## src/rtl/core/gbci_pkg.sv

```systemverilog
// Shared types and constants for the gyro bias-calibrated integrator.
`default_nettype none
package gbci_pkg;

  localparam int AXES      = 3;
  localparam int FRAC_BITS = 32;
  localparam int LANES     = 3;

  localparam int RATE_W  = 16;
  localparam int TS_W    = 32;
  localparam int CAL_W   = 12;
  localparam int ANGLE_W = 64;
  localparam int DELTA_W = 49;
  localparam int BIAS_W  = 49;
  localparam int SUM_W   = 61;
  localparam int SHIFT   = 32 - FRAC_BITS;

  localparam int DIV_CNT_W = $clog2(SUM_W);

  localparam int CFG_IDX_W  = 2;
  localparam int CFG_DATA_W = 32;

  localparam logic [CFG_IDX_W-1:0] CFG_CAL_COUNT = 2'd0;
  localparam logic [CFG_IDX_W-1:0] CFG_TIME_STEP = 2'd1;

  localparam logic [CAL_W-1:0] CAL_COUNT_RST = 12'd300;
  localparam logic [TS_W-1:0]  TIME_STEP_RST = 32'd536871;

  localparam logic signed [ANGLE_W-1:0] ANGLE_MAX = {1'b0, {(ANGLE_W-1){1'b1}}};
  localparam logic signed [ANGLE_W-1:0] ANGLE_MIN = {1'b1, {(ANGLE_W-1){1'b0}}};

  typedef struct packed {
    logic signed [RATE_W-1:0] rate_x;
    logic signed [RATE_W-1:0] rate_y;
    logic signed [RATE_W-1:0] rate_z;
  } in_t;

  typedef struct packed {
    logic signed [ANGLE_W-1:0] angle_x;
    logic signed [ANGLE_W-1:0] angle_y;
    logic signed [ANGLE_W-1:0] angle_z;
    logic                      calibrating;
  } out_t;

  typedef struct packed {
    logic load_prod;
    logic step;
    logic div_init;
    logic div_step;
    logic div_end;
  } cmd_t;

  typedef struct packed {
    logic running;
    logic cal_done;
  } sts_t;

endpackage
`default_nettype wire

```

## src/rtl/core/gbci_ctrl.sv

```systemverilog
// Controller: handshakes, item sequencing and bias divider stepping.
`default_nettype none
module gbci_ctrl (
  input  wire logic          clk,
  input  wire logic          rst_n,
  input  wire logic          in_valid,
  output logic               in_ready,
  output logic               out_valid,
  input  wire logic          out_ready,
  input  wire gbci_pkg::sts_t sts,
  output gbci_pkg::cmd_t     cmd
);
  import gbci_pkg::*;

  localparam logic [2:0] S_IDLE     = 3'd0;
  localparam logic [2:0] S_ACC      = 3'd1;
  localparam logic [2:0] S_DIV_INIT = 3'd2;
  localparam logic [2:0] S_DIV_STEP = 3'd3;
  localparam logic [2:0] S_DIV_END  = 3'd4;

  logic [2:0]           state_r, state_nxt;
  logic                 out_valid_r, out_valid_nxt;
  logic [DIV_CNT_W-1:0] cnt_r, cnt_nxt;
  logic                 slot_free;

  assign in_ready  = (state_r == S_IDLE);
  assign out_valid = out_valid_r;
  assign slot_free = !out_valid_r || out_ready;

  always_comb begin
    state_nxt = state_r;
    cnt_nxt   = cnt_r;
    cmd       = '0;
    unique case (state_r)
      S_IDLE: begin
        if (in_valid) begin
          cmd.load_prod = 1'b1;
          state_nxt     = S_ACC;
        end
      end
      S_ACC: begin
        if (slot_free) begin
          cmd.step  = 1'b1;
          state_nxt = (!sts.running && sts.cal_done) ? S_DIV_INIT : S_IDLE;
        end
      end
      S_DIV_INIT: begin
        cmd.div_init = 1'b1;
        cnt_nxt      = '0;
        state_nxt    = S_DIV_STEP;
      end
      S_DIV_STEP: begin
        cmd.div_step = 1'b1;
        cnt_nxt      = cnt_r + DIV_CNT_W'(1);
        if (cnt_r == DIV_CNT_W'(SUM_W - 1)) state_nxt = S_DIV_END;
      end
      S_DIV_END: begin
        cmd.div_end = 1'b1;
        state_nxt   = S_IDLE;
      end
      default: state_nxt = S_IDLE;
    endcase
  end

  always_comb begin
    if (cmd.step) out_valid_nxt = 1'b1;
    else if (out_ready) out_valid_nxt = 1'b0;
    else out_valid_nxt = out_valid_r;
  end

  always_ff @(posedge clk) begin
    if (!rst_n) begin
      state_r     <= S_IDLE;
      out_valid_r <= 1'b0;
      cnt_r       <= '0;
    end else begin
      state_r     <= state_nxt;
      out_valid_r <= out_valid_nxt;
      cnt_r       <= cnt_nxt;
    end
  end

endmodule
`default_nettype wire

```

## config.mk

```make
export PLATFORM = sky130hd
export DESIGN_NAME = gbci_ctrl
export DESIGN_NICKNAME = d
export VERILOG_FILES = /design/src/rtl/core/gbci_pkg.sv /design/src/rtl/core/gbci_ctrl.sv
export SDC_FILE = /design/constraint.sdc
export NUM_CORES = 1
export LEC_CHECK = 0
export ABC_AREA = 1
export BUFFER_PORTS_ARGS = -buffer_cell sky130_fd_sc_hd__buf_2
export CAP_MARGIN = 15
export CORE_AREA = 4 4 41 43
export CTS_CLUSTER_SIZE = 28
export DETAILED_ROUTE_END_ITERATION = 8
export DIE_AREA = 0 0 45 47
export GPL_ROUTABILITY_DRIVEN = 0
export PLACE_DENSITY = 0.75
export RECOVER_POWER = 50
export REMOVE_ABC_BUFFERS = 1
export SLEW_MARGIN = 20
export SYNTH_ARGS = -nofsm -noshare
export SYNTH_HDL_FRONTEND = slang
export SYNTH_SLANG_ARGS = --single-unit
```

## constraint.sdc

```tcl
create_clock -name clk -period 1.28 [get_ports clk]
set_input_delay 0.256 -clock clk [delete_from_list [all_inputs] [get_ports clk]]
set_output_delay 0.256 -clock clk [all_outputs]
set_load 0.03 [all_outputs]
```

==> results.rst <==
.. list-table::
   :header-rows: 1

   * - Metric
     - Value
   * - Run status
     - finished with violations
   * - Failing checks
     - setup timing
   * - Total negative slack for setup checks
     - -0.363 ns
   * - Final setup violation count
     - 6
   * - Post-synthesis share of cell area spent on full adders, half adders and majority gates
     - a little over 4%
   * - Layout net count
     - around 130
   * - Gate family responsible for the most delay along the worst path
     - flip-flops
   * - Number of hold violations in the final report
     - 0
   * - Number of standard cells after synthesis
     - 88
   * - Slowest cell on the critical path
     - dfxtp_4
   * - Period utilization
     - 109%
   * - Most common cell type on the critical path
     - buf_6
   * - Clock-pin transition on the worst setup and hold timing paths
     - around 0.070 ns
   * - Transition time at the pin with the least slew margin
     - ~0.22 ns
   * - Netlist area before placement
     - around 600 um2
   * - Leakage component of the power
     - 0.431 nW
   * - Highest ir drop seen on vdd
     - just under 0.0007 V
   * - Endpoint arrival time on the critical path
     - approximately 1.1 ns
   * - CTS max path bufs
     - 2
   * - Reg-to-reg critical path startpoint
     - state_r[0]
   * - Global-route wire length before repair
     - approximately 2300 um
   * - Clock Sinks
     - 10
   * - Starting utilization of the core area
     - approximately 46%
   * - Worst setup SP type
     - flop
   * - Core Area
     - around 1300 um2
   * - Tot Pwr
     - around 0.80 mW
   * - Port Buf Inserts
     - 12
   * - Drt via density
     - 4.79
   * - Fraction of layout instances using a drive strength above 1
     - 47.4%
   * - CTS tree
     - done
   * - Fraction of the mapped netlist area in compound gates
     - 10.2%
   * - Terminus of the critical flop-to-flop path
     - state_r[1]
   * - Number of diodes added for antenna fixing
     - 0
   * - Global-route total usage across every layer
     - 15.6%
   * - Final critical-path setup slack
     - -0.114 ns
   * - Non-Filler Cell Area, Final
     - approximately 880 um2
   * - Avg Cell Area, Syn
     - between 6 and 7 um2
   * - Initial antenna violation count
     - 0
   * - Depth of the worst register-to-register path
     - 8
   * - Critical path buffer and inverter count
     - 3
   * - Unrepaired setup endpoints after global routing
     - true
   * - Fraction of synthesized area in multiplexers
     - 0%
   * - Endpoint of the worst hold path
     - cnt_r[0]
   * - Die Wd
     - about 45 um
   * - Area of the multi-input gates
     - approximately 340 um2
   * - Number of global-route vias before repair
     - 561
   * - Cell-by-cell listing of the critical path
     - buf_4, buf_6, nand2_2, nor2_4, buf_6
   * - Pin count of the biggest net entering global routing
     - 7
   * - HP Start
     - rst_n
   * - Area of placed instances
     - approximately 660 um2
   * - Number of placement rows
     - 13
   * - Worst reg-to-reg setup slack
     - roughly 0.070 ns
   * - Utilization of the core after routing
     - 68.0%
   * - Detailed-route via count
     - 628
   * - Power per unit of standard cell area
     - between 900 and 1000 nW/um2
   * - Register bit total from synthesis
     - 10
   * - Total number of H-tree levels
     - 1
   * - Relative slew margins
     - about 86%
   * - Die Footprint
     - about 2100 um2
   * - Crit path time final
     - about 1.4 ns
   * - Register area
     - 211 um2
   * - Placed wire-length estimate
     - ~930 um
   * - Total count of max-transition violations in the final report
     - 0
   * - Number of iterations in the first detailed-routing pass
     - 4
   * - Layout fillers
     - 117
   * - Clock latency on the worst-skew pair
     - about 0.27 ns
   * - Number of cells on the worst hold path
     - 3
   * - Count of unresolved DRC violations after routing
     - 0
   * - Average wire per cell in the routed design
     - approximately 11 um
   * - Number of ports placed on the die boundary
     - 13
   * - Start-to-end type of the worst setup path
     - reg2out
   * - Max FO, Critical Path
     - 4
   * - Total gr overflow
     - 0
   * - Clock root buffer master
     - clkbuf_4
   * - Synthesis Warnings
     - 0
   * - Detail Route Antenna Nets
     - 0
   * - Area growth from synthesis to final layout
     - 46.7%
   * - Proportion of synthesized chip area in sequential cells
     - about a third
   * - Worst clock skew
     - about 0.00094 ns
   * - Crit end category
     - output port
   * - Share of synthesized cell area in and, or, nand and nor gates
     - between 30% and 40%
   * - Main combinational cell family by area after synthesis
     - simple AND/OR/NAND/NOR gates
   * - Routed Wire Length
     - approximately 1500 um
   * - Clock buffer count from CTS
     - 3
   * - Synth Area in XOR/XNOR
     - 0%
   * - Yosys cell types
     - 21
   * - Drt initial violations
     - 16
   * - Delay of the slowest cell on the worst path
     - about 0.38 ns
   * - Vertical die dimension
     - ~47 um
   * - Achievable Freq
     - 0.717 GHz
   * - Required time reported for the critical path endpoint
     - just over 1 ns
   * - Maxcap violations
     - 0
   * - Worst min-delay path category
     - in2reg
-- stage by stage --
stage / hold WS [ns] / setup slack [ns] / std cells
4_1_cts: 0.283 / -0.0806 / 127
6_report: 0.289 / -0.114 / 131
3_5_place_dp: 0.458 / 0.0641 / 112
5_1_grt: 0.301 / -0.191 / 131
2_1_floorplan: 0.382 / -0.205 / 85
3_3_place_gp: 0.450 / 0.0980 / 112
-- state kept, by name, indices dropped and copies added (netlist names) --
register / count
cnt_r: 6
state_r: 3
out_valid: 1
-- per-layer routing --
| layer | wire, um | vias up | GRT usage, % | part of all wire [%] |
|---|---|---|---|---|
| met5 | 0 | - | 0 | 0 |
| met4 | 32 | 0 | 8.77 | 2.1 |
| met3 | 93 | 5 | 2.30 | 6.2 |
| met2 | 751 | 18 | 29.4 | 50 |
| met1 | 618 | 279 | 16.6 | 41 |
| li1 | - | 326 | - | - |
-- layout make-up --
cell class / instances / area share [%]
sequential: 10 / 23.9
multi-input combinational: 58 / 38.8
tap: 15 / 2.12
inverter: 17 / 7.78
clock buffer: 4 / 4.10
timing repair buffer: 27 / 23.3
-- worst min-delay path, cell delays in order --
cell and delay [ns]:
buf_2 0.14, o21ai_1 0.08, a21oi_1 0.04
-- synth_stat cells, drive strengths merged --
master	count	area, um2
a21o	1	7.51
ha	2	25.0
nor3	2	10.0
nand3	7	47.6
nor4	1	12.5
dfxtp	10	200
nand3b	1	11.3
a21oi	7	38.8
buf	3	26.3
nor2	13	56.3
inv	16	60.1
nand2	21	83.8
clkinv	1	8.76
o21ai	3	15.0
-- worst max path at each step --
stage	from	to	slack (ns)	cells past startpoint
after global placement	state_r[0]	cmd[4]	0.1	4
after floorplan	state_r[0]	cmd[4]	-0.21	3
after CTS	state_r[1]	cmd[3]	-0.08	4
after detailed placement	state_r[0]	cmd[4]	0.06	4
after global routing	state_r[0]	cmd[4]	-0.19	4
final	state_r[0]	cmd[3]	-0.11	5
-- cells by family after synthesis --
logic type,Yosys count
flip-flops,10
adder cells (fa/ha/maj),2
AND/OR/NAND/NOR,45
AO/OA/AOI/OAI,11
buffers and inverters,20
-- cells in the final DEF, fill, tap and decap left out, drive strengths merged --
cell / instances
clkbuf: 4
nor4: 1
a21o: 1
nand3b: 1
buf: 27
o21ai: 3
a21oi: 7
ha: 2
dfxtp: 10
clkinv: 1
nand3: 7
inv: 16
nor2: 13
nand2: 21
nor3: 2
-- power by group --
part,total [mW],switching [mW],internal (mW)
clock,0.286,0.113,0.173
combinational,0.189,0.102,0.0868
sequential,0.325,0.00956,0.316
total,0.800,0.225,0.575
-- repair_timing --
action                     CTS  global route
setup endpoints to repair    6             6
setup buffers               11             4
hold buffers                 0             0
resized for setup           20             7
pin swaps                    4             3
No activity file was read; power rests on OpenSTA's default activity.
